File: config.mk
export PLATFORM = sky130hd
export DESIGN_NAME = vfs_cfg_flat
export DESIGN_NICKNAME = d
export VERILOG_FILES = /design/src/sv/vfs_pkg.sv /design/src/sv/vfs_cfg_if.sv /design/src/sv/vfs_cfg.sv /design/src/flat_wrapper.sv
export SDC_FILE = /design/constraint.sdc
export NUM_CORES = 1
export LEC_CHECK = 0
export ABC_AREA = 1
export CORE_MARGIN = 2
export CORE_UTILIZATION = 30
export DETAILED_ROUTE_END_ITERATION = 8
export DONT_BUFFER_PORTS = 1
export PLACE_DENSITY_LB_ADDON = 0.2
export SETUP_SLACK_MARGIN = 0.02
export SLEW_MARGIN = 20
export SYNTH_ARGS = -nofsm -noshare
export SYNTH_HDL_FRONTEND = slang
export SYNTH_SLANG_ARGS = --single-unit
File: constraint.sdc
create_clock -name clk -period 1.52 [get_ports clk]
set_clock_uncertainty 0.05 [all_clocks]
set_input_delay 0.228 -clock clk [delete_from_list [all_inputs] [get_ports clk]]
set_output_delay 0.228 -clock clk [all_outputs]
set_load 0.1 [all_outputs]
File: src/sv/vfs_pkg.sv
package vfs_pkg;

  localparam int SCREEN_BITS_DEF = 14;
  localparam int GAME_BITS_DEF   = 13;
  localparam int SRC_BITS        = 16;
  localparam int SRC_MAX         = 65535;
  localparam int GAME_RESET      = 64;
  localparam int ADDR_BITS       = 2;
  localparam int MODE_BITS       = 3;

  localparam logic [ADDR_BITS-1:0] REG_GAME_WIDTH  = 2'd0;
  localparam logic [ADDR_BITS-1:0] REG_GAME_HEIGHT = 2'd1;
  localparam logic [ADDR_BITS-1:0] REG_FIT_MODE    = 2'd2;

  localparam logic [MODE_BITS-1:0] MODE_INTEGER    = 3'd0;
  localparam logic [MODE_BITS-1:0] MODE_HEIGHT     = 3'd1;
  localparam logic [MODE_BITS-1:0] MODE_WIDTH      = 3'd2;
  localparam logic [MODE_BITS-1:0] MODE_ASPECT     = 3'd3;
  localparam logic [MODE_BITS-1:0] MODE_HEIGHT_ALT = 3'd4;
  localparam logic [MODE_BITS-1:0] MODE_WIDTH_ALT  = 3'd5;

endpackage

File: src/sv/vfs_cfg_if.sv
interface vfs_cfg_if #(
  parameter int GB = vfs_pkg::GAME_BITS_DEF
);
  logic                           valid;
  logic                           ready;
  logic [vfs_pkg::ADDR_BITS-1:0]  addr;
  logic [GB-1:0]                  data;

  modport source (output valid, output addr, output data, input ready);
  modport sink (input valid, input addr, input data, output ready);
endinterface

File: src/sv/vfs_cfg.sv
module vfs_cfg #(
  parameter int GB = vfs_pkg::GAME_BITS_DEF
) (
  input  logic                          clk,
  input  logic                          rst_n,
  vfs_cfg_if.sink                       cfg_chan,
  output logic [GB-1:0]                 game_width,
  output logic [GB-1:0]                 game_height,
  output logic [vfs_pkg::MODE_BITS-1:0] fit_mode
);
  import vfs_pkg::*;

  logic [GB-1:0]        gw_r;
  logic [GB-1:0]        gh_r;
  logic [MODE_BITS-1:0] mode_r;

  assign cfg_chan.ready = 1'b1;

  always_ff @(posedge clk) begin
    if (!rst_n) begin
      gw_r   <= GB'(GAME_RESET);
      gh_r   <= GB'(GAME_RESET);
      mode_r <= MODE_INTEGER;
    end else if (cfg_chan.valid) begin
      case (cfg_chan.addr)
        REG_GAME_WIDTH:  gw_r <= cfg_chan.data;
        REG_GAME_HEIGHT: gh_r <= cfg_chan.data;
        REG_FIT_MODE:    mode_r <= cfg_chan.data[MODE_BITS-1:0];
        default: ;
      endcase
    end
  end

  assign game_width  = gw_r;
  assign game_height = gh_r;
  assign fit_mode    = mode_r;
endmodule

File: src/flat_wrapper.sv
// flat-port wrapper written by rule: the top's interface ports become plain ports
module vfs_cfg_flat import vfs_pkg::*;
#(
  parameter int GB = vfs_pkg::GAME_BITS_DEF
)
  (clk, rst_n, game_width, game_height, fit_mode, cfg_chan_valid, cfg_chan_addr, cfg_chan_data, cfg_chan_ready);
  vfs_cfg_if #(.GB(GB)) cfg_chan_i ();
  input  logic clk;
  input  logic rst_n;
  output logic [GB-1:0] game_width;
  output logic [GB-1:0] game_height;
  output logic [vfs_pkg::MODE_BITS-1:0] fit_mode;
  input wire logic [$bits(cfg_chan_i.valid)-1:0] cfg_chan_valid;
  input wire logic [$bits(cfg_chan_i.addr)-1:0] cfg_chan_addr;
  input wire logic [$bits(cfg_chan_i.data)-1:0] cfg_chan_data;
  output wire logic [$bits(cfg_chan_i.ready)-1:0] cfg_chan_ready;
  assign cfg_chan_i.valid = cfg_chan_valid;
  assign cfg_chan_i.addr = cfg_chan_addr;
  assign cfg_chan_i.data = cfg_chan_data;
  assign cfg_chan_ready = cfg_chan_i.ready;
  vfs_cfg #(.GB(GB)) u_core (.clk(clk), .rst_n(rst_n), .cfg_chan(cfg_chan_i), .game_width(game_width), .game_height(game_height), .fit_mode(fit_mode));
endmodule
# Word level (Yosys, flattened, before mapping)
# Index checks and enable logic that the tools add are counted.
# op_classes
n_addsub,0
n_mul,0
n_div,0
magnitude_cmp,0
n_eq_ne,2
shifts,0
muxes,0
n_bitwise,0
n_reduce_logical,4
# op_table
operator,count
2-bit AND reduction,3
"2-bit by 1-bit == test with 1-bit output, second input constant",1
"2-bit == test, second input constant",1
2-bit zero test,1
# totals
regBits,29
latchBits,0
ramBits,0
romBits,0
inputBits,18
elab_cells,9
mem_count,0

# Logic depth before layout (Yosys ltp)
# logic_depth
ltp_word,2
ltp_mapped,6

# Worst setup path before layout
# Ideal clock, no wire load.
# synth_path
path_kind,reg2reg
start,"register, netlist name u_core.fit_mode[0]"
end,"register u_core.mode_r[0], in the netlist u_core.fit_mode[0]"
t_arrival_ps,1214
path_slack_ps,193
path_stages_with_launch,5
n_path_buf,0
synth_period_minus_slack_ps,1327
cell_sequence,dfxtp_1 inv_1 nand2_1 nand2_1 nor2_1
# synth_rtl
item,line_no,text
"end signal, assigned",vfs_cfg.sv:28,REG_FIT_MODE: mode_r <= cfg_chan.data[MODE_BITS-1:0];
"end, declared",vfs_cfg.sv:15,logic [MODE_BITS-1:0] mode_r;

# Worst setup path after layout
# layout_path
start,"register u_core.mode_r[1], in the netlist u_core.fit_mode[1]"
end,output port fit_mode[1] (netlist name)
# layout_rtl
item,line_no,text
"end, declared",flat_wrapper.sv:12,output logic [vfs_pkg::MODE_BITS-1:0] fit_mode;
# No word-level cell between the ends.

==> qor.csv <==
metric;value;unit
Final setup violation count;0;
die area;0.00479;sq mm
initial antenna violation count;0;
CP Launch Point;u_core.fit_mode[1]$_SDFFE_PN0P_;
global route overflow;0;
Post-synth ARST share;0;
RSZ-0062 raised after global routing;false;
Mapped Area;0.00127;sq mm
largest net degree at the start of global routing;30;
warnings from Yosys;0;
EDFF count, synth;0;
CP Capture Type;output pin;
PwrDens;1210;mW/mm^2
sequential cell area;581;sq um
aggregate routed wire length;2880;um
status;finished clean;
sequential element share of the synthesized area;0.455;
R2R Setup Slk;640;ps
filler instances;455;
top_reg_cell synth;dfxtp_1;
final net count;233;
Clk pin slew, worst setup/hold paths;60;ps
post-route DRC violation count;0;
routed len/inst;10.9;um
largest area contributor in the netlist;dfxtp_1;
cell count after synthesis;188;
final hold violation count;0;
syn nets;206;
Worst-Skew Late Latency;270;ps
HP Class;in2reg;
top cells by area, synth;dfxtp_1, nand2_1, nor2_1;
Tcrit/Tclk final;0.784;
setup_tns;0;ps
crit path launch type;flip-flop;
global placer's final weighted congestion;0.757;
starting density of the core;0.314;
Synth top area share;0.455;
peak supply drop;622;uV
drt via density;4.23;
diode count;0;
Max Transition Viols Final;0;
worst r2r path cells;3;
row count;23;
Post-CTS Hold Fix Bufs;1;
CP required;1240;ps
ANT nets after route;0;
WP data arrival;910;ps
CTS max path bufs;2;
CP Capture Point;fit_mode[1];
Largest stage delay, worst path;340;ps
synth cell count leaders;nand2_1, nor2_1, dfxtp_1, inv_1, nand3_1;
vias in the first global route;1037;
# clock sinks;29;
CTS Buf Count;5;
Die W;69.2;um
most frequent cell after synthesis;nand2_1;
crit-path max FO;2;
area delta synth->final;24.2;%
first-pass GRT wire length;4790;um
synthesized area per cell;6.78;sq um
# H-tree levels;2;
Max Clk Rate;839;MHz
Die H;69.2;um
Worst Hold Depth;2;
FF-to-FF End;u_core.game_width[8]$_SDFFE_PN0P_;
Leak;0.845;nW
Post-DP HPWL;1960;um
port bufs;0;
R2R Path Start;u_core.game_width[8]$_SDFFE_PN0P_;
crit-path cells;buf_4;
Ports;48;
CTS tree;yes;
DR iter-0 viols;49;
share of cells above drive strength 1;0.186;
slowest CP cell;dfxtp_1;
Root Buffer;clkbuf_8;
post-CTS setup buffer count;0;
area of the multi-input gates;510;sq um
Crit. path cell count;1;
via count;1120;
#FFs+latches synth;29;
Setup Crit Path Kind;reg2out;
Layout Utilization;0.390;
min Tclk post-route;1190;ps
Netlist cell types;16;
Top Family by Delay on Critical Path;flip-flops;
# resized after CTS;0;
DRT Pass-1 Iters;4;
Core ar.;0.00406;sq mm
Total GRT Usage;0.127;
crit path buf inv count;1;
max cap viols;0;
## state kept, by name (all words and copies together), names as in the netlist
| register | count |
|---|---|
| u_core.game_height | 13 |
| u_core.game_width | 13 |
| u_core.fit_mode | 3 |
## placed cells by master, fill, tap and decap left out, drive strengths merged
cell type	synthesis	routed
conb	1	1
dlygate4sd3	0	1
nor2	43	43
inv	29	29
nand2	45	45
nand3	17	17
clkbuf	1	7
a21oi	12	12
buf	10	30
nand4	1	1
dfxtp	29	29
## routing by layer
metal | routed length, um | global-route usage
met4 | 50 | 0.0719
met3 | 308 | 0.0625
met2 | 1310 | 0.185
met1 | 1210 | 0.150
met5 | 0 | 0
## how the worst min path moves through the flow
stage,start,to,slack [ps]
after CTS,rst_n,u_core.game_height[11]$_SDFFE_PN0P_,7
after floorplan,cfg_chan_data[0],u_core.fit_mode[0]$_SDFFE_PN0P_,310
final,rst_n,u_core.fit_mode[0]$_SDFFE_PN0P_,20
after global routing,rst_n,u_core.game_width[5]$_SDFFE_PN0P_,9
after detailed placement,rst_n,u_core.game_width[6]$_SDFFE_PN1P_,270
after global placement,rst_n,u_core.game_width[6]$_SDFFE_PN1P_,270
## per-stage QoR
step	instances	setup slack, ps	power, W	hold WS (ps)	area [sq um]
finish	265	328	0.00192	18.7	1580
global route	265	282	0.00202	8.74	1580
CTS	265	311	0.00196	7.13	1580
detailed placement	257	562	0.00131	272	1490
global placement	257	569	0.00131	269	1490
floorplan	188	193	0.00126	313	1270
## where the power goes
group / leakage, nW / switching (W) / total [W] / internal [W]
combinational: 0.563 / 0.000380 / 0.000475 / 0.0000958
clock: 0.0443 / 0.000274 / 0.000632 / 0.000358
sequential: 0.237 / 0.0000165 / 0.000817 / 0.000800
total: 0.845 / 0.000670 / 0.00192 / 0.00125
## cell families (layout without fill, tap and decap cells)
| family | Yosys count | after routing | share of synthesized area |
|---|---|---|---|
| other cells | 1 | 1 | 0.00294 |
| flops | 29 | 29 | 0.455 |
| compound gates | 12 | 12 | 0.0471 |
| simple gates | 106 | 106 | 0.350 |
| buf+inv | 40 | 67 | 0.144 |
## cell type report
type,count,area share
tap,50,0.0395
clock buffer,7,0.0545
timing repair buffer,31,0.148
sequential,29,0.367
inverter,29,0.0687
multi-input combinational,119,0.322
Note: power is estimated with default switching activity, not from simulation.
