File: config.mk
export PLATFORM = sky130hd
export DESIGN_NAME = vfs_div
export DESIGN_NICKNAME = d
export VERILOG_FILES = /design/src/sv/vfs_div.sv
export SDC_FILE = /design/constraint.sdc
export NUM_CORES = 2
export LEC_CHECK = 0
export BUFFER_PORTS_ARGS = -buffer_cell sky130_fd_sc_hd__clkbuf_2
export CAP_MARGIN = 0
export CORE_ASPECT_RATIO = 1.2
export CORE_MARGIN = 2
export CORE_UTILIZATION = 55
export CTS_CLUSTER_DIAMETER = 40
export CTS_CLUSTER_SIZE = 16
export DETAILED_ROUTE_END_ITERATION = 6
export HOLD_SLACK_MARGIN = 0.12
export PLACE_DENSITY_LB_ADDON = 0.05
export RECOVER_POWER = 50
export REMOVE_ABC_BUFFERS = 1
export SYNTH_ARGS = -nofsm -noshare
export SYNTH_HDL_FRONTEND = slang
export SYNTH_SLANG_ARGS = --single-unit
File: constraint.sdc
create_clock -name clk -period 3.41 [get_ports clk]
set_clock_uncertainty 0.2 [all_clocks]
set_input_delay 0.682 -clock clk [delete_from_list [all_inputs] [get_ports clk]]
set_output_delay 0.682 -clock clk [all_outputs]
set_load 0.005 [all_outputs]
File: src/sv/vfs_div.sv
module vfs_div #(
  parameter int NW = 27,
  parameter int DW = 14,
  parameter int TW = 1
) (
  input  logic          clk,
  input  logic          rst_n,
  input  logic          en,
  input  logic          in_vld,
  input  logic [NW-1:0] num,
  input  logic [DW-1:0] den,
  input  logic [TW-1:0] tag,
  output logic          out_vld,
  output logic [NW-1:0] quo,
  output logic [DW-1:0] rem,
  output logic [TW-1:0] tag_out
);
  logic [NW-1:0] vld_r;
  logic [DW-1:0] rem_r [NW];
  logic [NW-1:0] nq_r  [NW];
  logic [DW-1:0] den_r [NW];
  logic [TW-1:0] tag_r [NW];

  logic [NW-1:0] vld_p;
  logic [DW-1:0] rem_p [NW];
  logic [NW-1:0] nq_p  [NW];
  logic [DW-1:0] den_p [NW];
  logic [TW-1:0] tag_p [NW];

  for (genvar s = 0; s < NW; s++) begin : g_stage
    logic [DW:0] trial;
    logic [DW:0] diff;
    logic        ge;
    logic [DW-1:0] rem_nxt;
    logic [NW-1:0] nq_nxt;

    if (s == 0) begin : g_first
      assign vld_p[s] = in_vld;
      assign rem_p[s] = '0;
      assign nq_p[s]  = num;
      assign den_p[s] = den;
      assign tag_p[s] = tag;
    end else begin : g_next
      assign vld_p[s] = vld_r[s-1];
      assign rem_p[s] = rem_r[s-1];
      assign nq_p[s]  = nq_r[s-1];
      assign den_p[s] = den_r[s-1];
      assign tag_p[s] = tag_r[s-1];
    end

    assign trial   = {rem_p[s], nq_p[s][NW-1]};
    assign ge      = trial >= {1'b0, den_p[s]};
    assign diff    = trial - {1'b0, den_p[s]};
    assign rem_nxt = ge ? diff[DW-1:0] : trial[DW-1:0];
    assign nq_nxt  = {nq_p[s][NW-2:0], ge};

    always_ff @(posedge clk) begin
      if (!rst_n) begin
        vld_r[s] <= 1'b0;
      end else if (en) begin
        vld_r[s] <= vld_p[s];
      end
    end

    always_ff @(posedge clk) begin
      if (en) begin
        rem_r[s] <= rem_nxt;
        nq_r[s]  <= nq_nxt;
        den_r[s] <= den_p[s];
        tag_r[s] <= tag_p[s];
      end
    end
  end

  assign out_vld = vld_r[NW-1];
  assign quo     = nq_r[NW-1];
  assign rem     = rem_r[NW-1];
  assign tag_out = tag_r[NW-1];
endmodule

# Yosys cells after proc, flatten, opt, wreduce, memory -nomap -nowiden
# Memory sizes are Yosys's and may differ from the RTL's.
# Index checks and enable logic that the tools add are counted.
# totals
mem_bits_rw,1512
ff_bits,27
memories,4
elab_cells,114
# classes
addsub,27
n_mux,29
magnitude_cmp,27
# memory_table
name,words,word_bits,rd,rd_clocked_by_memory_dff,write_ports,line,rtl
nq_r,27,27,27,0,27,20,logic [NW-1:0] nq_r [NW];
den_r,27,14,26,0,27,21,logic [DW-1:0] den_r [NW];
rem_r,27,14,27,0,27,19,logic [DW-1:0] rem_r [NW];
tag_r,27,1,27,0,27,22,logic [TW-1:0] tag_r [NW];
# op_table
cell,count
>= comparator 15 x 14 -> 1 bit,26
2-to-1 mux 14 bit,27
subtractor 14 bit,26
>= comparator 1 x 14 -> 1 bit,1
subtractor 1 x 14 -> 14 bit,1
2-to-1 mux 1 bit,2

# Longest topological paths before layout
# An unclocked memory read counts as a cell.
# logic_depth
depth_word,3
ltp_mapped,12
mapped_depth_nobuf,11

# Worst setup path after synthesis
# No wires, ideal clock.
# synth_path
kind,register to register
startpoint,mem rem_r[22][0]
endpoint,"mem rem_r[23][10], data pin"
n_path_buf,1
period_less_slack_ns,2.898
required_time_ns,2.950
stages_incl_launch_ff,10
setup_ns,0.260
arrival_ns,2.438
path_slack_ns,0.512
path_cell_list,edfxtp_1 -> ha_1 -> nor2b_1 -> o31a_1 -> or3_1 -> a21oi_2 -> o21ai_1 -> a21oi_4 -> buf_6 -> mux2_2
# synth_rtl
item,line
start: declaration,19

==> metrics.yaml <==
outcome:
  status: "finished with violations"
  violations: "max-capacitance violations, max-slew violations"
clocking:
  clk_latency_ns: 0.78
  clk_path_buf_depth: 3
  clkSinkCount: 1525
  cts_tree: "yes"
  cts_root_buf: "clkbuf_16"
  clk_pin_slew_ns: 0.06
  htreeDepth: 4
  cts_buffers: 170
synthesis:
  synth_area_leaders: "edfxtp_1, ha_1, mux2_2, inv_1, a21oi_1"
  synth_area_um2: 69100
  ys.flop_type: "edfxtp_1"
  synth_area_per_cell_um2: 13.9
  yosys.area.top_type_share_pct: 65.1
  synth_cell_types: 91
  ys.warnings.count: 0
  synth_edf_count: 1498
  synth-seq-cells: 1525
  synth_cells: 4983
  ys_async_sr_fraction_pct: 0
  yosysTopAreaCell: "edfxtp_1"
  ys_seq_area_share_pct: 65.9
run:
  maxCapViolCount: 2
timing:
  slew_viol_final: 98
  finalHoldViolations: 0
  finalWorstSetupSlack_ns: 0.234
  setup_viol_count_final: 0
  setup_tns_ns: 0
  grt_setup_unrepaired: "no"
  finalCritPeriodShare_pct: 93.1
  tightest_slew_ns: 1.71
  fmax_mhz: 315
  max_slew_margin_pct: -14.1
  period_minus_slack_ns: 3.18
worst_setup_path:
  worst_path_max_delay_cell: "edfxtp_1"
  end_kind: "register"
  regToRegStartpoint: "den_r[1][36]$_DFFE_PP_"
  critPathMaxFanout: 13
  reg2reg_depth: 10
  timing.rr.end: "rem_r[19][6]$_DFFE_PP_"
  max_stage_delay_ns: 0.37
  crit_chain: "inv_1, ha_1, and4_1, and3_1, o311a_1, a211o_1, a31oi_1, o21a_2, buf_12, mux2_1"
  rrSetupSlack_ns: 0.23
  cp_num_buf_inv: 2
  crit_type: "reg2reg"
  cp.required_ns: 3.72
  crit_arrival_ns: 3.49
  worst_setup_path_start_kind: "register"
  crit_family: "compound AO/OA/AOI/OAI gates"
detailed_routing:
  ant_nets: 0
  dr.pass1.iters: 6
  routed_wirelength_um: 122000
  route.detailed.wl_per_inst_um: 17.1
  route.detailed.drc: 0
  vias: 38607
  vias_per_cell: 5.44
  drtIter0Drc: 2441
pwr:
  seqPwrFrac_pct: 39.5
  pwr-share-comb_pct: 34.0
  switchingPower_w: 0.0222
  pwr-share-clk_pct: 26.5
  vdd.ir_drop.worst_mv: 0.520
  power_density_nw_per_um2: 883
  swShare_pct: 32.1
  leakage_nw: 30.2
  p_int_w: 0.0469
die:
  core_area_um2: 125000
  dieArea_um2: 128000
  die_h_um: 392
  ios: 89
  core.rowCount: 142
  floorplan.initialDensity_pct: 55.4
  die_w_um: 327
global_route:
  antenna_found_initial: 0
  grt_pass1_vias: 38257
  grt_overflow_total: 0
  grt_max_degree: 109
  grt_usage_pct: 19.1
  grt_pass1_wl_um: 196000
placement:
  io_buffers: 88
  gp_routability_congestion: 0.847
  dp_hpwl_um: 85400
  pre_cts_ws_ns: 0.0804
final_layout:
  syn2layout_area_growth_pct: 13.4
  n_antenna_cell: 0
  nNetsFinal: 5768
  fill_cells: 9543
  mostFrequentLayoutCells: "edfxtp_1, inv_1, ha_1"
  layout.cells.most_common: "edfxtp_1"
  final_layout_size_suffix_gt1_share_pct: 12.6
worst_hold_path:
  worstHoldPathCells: 0
  hold_end: "nq_r[4][19]$_DFFE_PP_"
  hp-class: "reg2reg"
  worstHoldStart: "nq_r[3][18]$_DFFE_PP_"
## cell families (layout without fill, tap and decap cells)
group           Yosys count  in the layout  share of synthesized area [%]
buf+inv                 535            992                           3.04
mux                     218            218                           3.51
flops                  1525           1525                           65.9
fa+ha+maj               418            418                           7.86
simple gates            979            979                           6.71
xor+xnor                210            210                           2.66
compound gates         1098           1098                           10.3
## stage by stage
step / utilization (%) / area, um^2 / hold slack [ns] / total power [W] / cells
final: 62.8 / 78300 / 0.212 / 0.0691 / 7096
after global routing: 62.8 / 78300 / 0.216 / 0.0737 / 7096
after CTS: 62.9 / 78400 / 0.177 / 0.0698 / 7094
after detailed placement: 57.9 / 72200 / 0.205 / 0.0511 / 6742
after global placement: 57.9 / 72200 / 0.200 / 0.0507 / 6742
after floorplan: - / 68700 / 0.200 / 0.0446 / 4909
## synthesized netlist by cell type (8+ instances only)
| cell type | number |
|---|---|
| mux2i_1 | 49 |
| and3_1 | 16 |
| nand3b_1 | 15 |
| a221o_1 | 8 |
| dfxtp_1 | 27 |
| and4_1 | 9 |
| clkbuf_1 | 34 |
| nor2_1 | 286 |
| fa_1 | 26 |
| xor2_1 | 95 |
| nor4_1 | 18 |
| a21boi_0 | 13 |
| o21ai_1 | 9 |
| and2_1 | 17 |
| ha_1 | 392 |
| nand2b_1 | 44 |
| o21a_1 | 74 |
| a21oi_1 | 335 |
| or3_1 | 19 |
| a21oi_2 | 11 |
| nor2b_1 | 66 |
| xnor2_1 | 115 |
| o22ai_1 | 19 |
| nand2_1 | 298 |
| a211o_1 | 16 |
| mux2_4 | 8 |
| or2_2 | 27 |
| nor3b_1 | 11 |
| a31oi_1 | 25 |
| nor3_1 | 46 |
| buf_2 | 30 |
| a21o_1 | 84 |
| o211ai_1 | 17 |
| o21ai_0 | 228 |
| nand3_1 | 59 |
| inv_1 | 457 |
| edfxtp_1 | 1498 |
| o31a_1 | 43 |
| nand4_1 | 27 |
| a211oi_1 | 68 |
| mux2_1 | 8 |
| mux2_2 | 153 |
| o31ai_1 | 38 |
| o21bai_1 | 34 |
## timing repair
item,in CTS,in global routing
setup buffers,0,2
resized for setup,0,3
endpoints found under the hold margin,65,0
hold buffers,44,0
endpoints found under the setup margin,0,36
## power groups by stage
stage	clock [W]	sequential [W]	combinational [W]
after floorplan	0	0.0268	0.0178
after global placement	0	0.0277	0.0230
after detailed placement	0	0.0278	0.0233
after CTS	0.0189	0.0274	0.0235
after global routing	0.0196	0.0277	0.0264
final	0.0183	0.0273	0.0235
## cell type report
| cell class | count | area [um^2] | area share [%] |
|---|---|---|---|
| sequential | 1525 | 45500 | 58.1 |
| tap | 1656 | 2070 | 2.65 |
| multi-input combinational | 2923 | 21400 | 27.4 |
| timing repair buffer | 223 | 1770 | 2.26 |
| inverter | 461 | 1730 | 2.21 |
| clock buffer | 193 | 4530 | 5.79 |
| clock inverter | 115 | 1220 | 1.56 |
## per-layer routing
metal,vias up,track usage (%),part of all wire [%]
met4,0,7.51,3.2
met2,635,33.3,50
met5,-,0,0
met1,18438,23.9,43
met3,241,3.13,3.5
li1,19293,-,-
## worst max-delay path by stage
stage | startpoint | end | slack, ns | depth (start not counted)
after CTS | rem_r[24][4]$_DFFE_PP_ | rem_r[25][5]$_DFFE_PP_ | 0.05 | 8
final | den_r[1][36]$_DFFE_PP_ | rem_r[19][6]$_DFFE_PP_ | 0.23 | 10
after global routing | rem_r[12][5]$_DFFE_PP_ | rem_r[13][10]$_DFFE_PP_ | 0.006 | 8
after global placement | den_r[1][120]$_DFFE_PP_ | rem_r[25][8]$_DFFE_PP_ | 0.11 | 9
after floorplan | rem_r[8][0]$_DFFE_PP_ | rem_r[9][1]$_DFFE_PP_ | 0.19 | 7
after detailed placement | den_r[1][120]$_DFFE_PP_ | rem_r[25][12]$_DFFE_PP_ | 0.08 | 9
## flip-flops by register name, indices dropped and copies added, names as in the netlist
register	cells
nq_r	729
rem_r	378
den_r	364
tag_r	27
vld_p	26
out_vld	1
## worst reg2reg max path, cell delays in order, from the launching register on
cell,delay (ns)
edfxtp_1,0.37
inv_1,0.05
ha_1,0.37
and4_1,0.23
and3_1,0.21
o311a_1,0.13
a211o_1,0.35
a31oi_1,0.26
o21a_2,0.23
buf_12,0.16
mux2_1,0.35
Power figures use the tool's default switching activity.
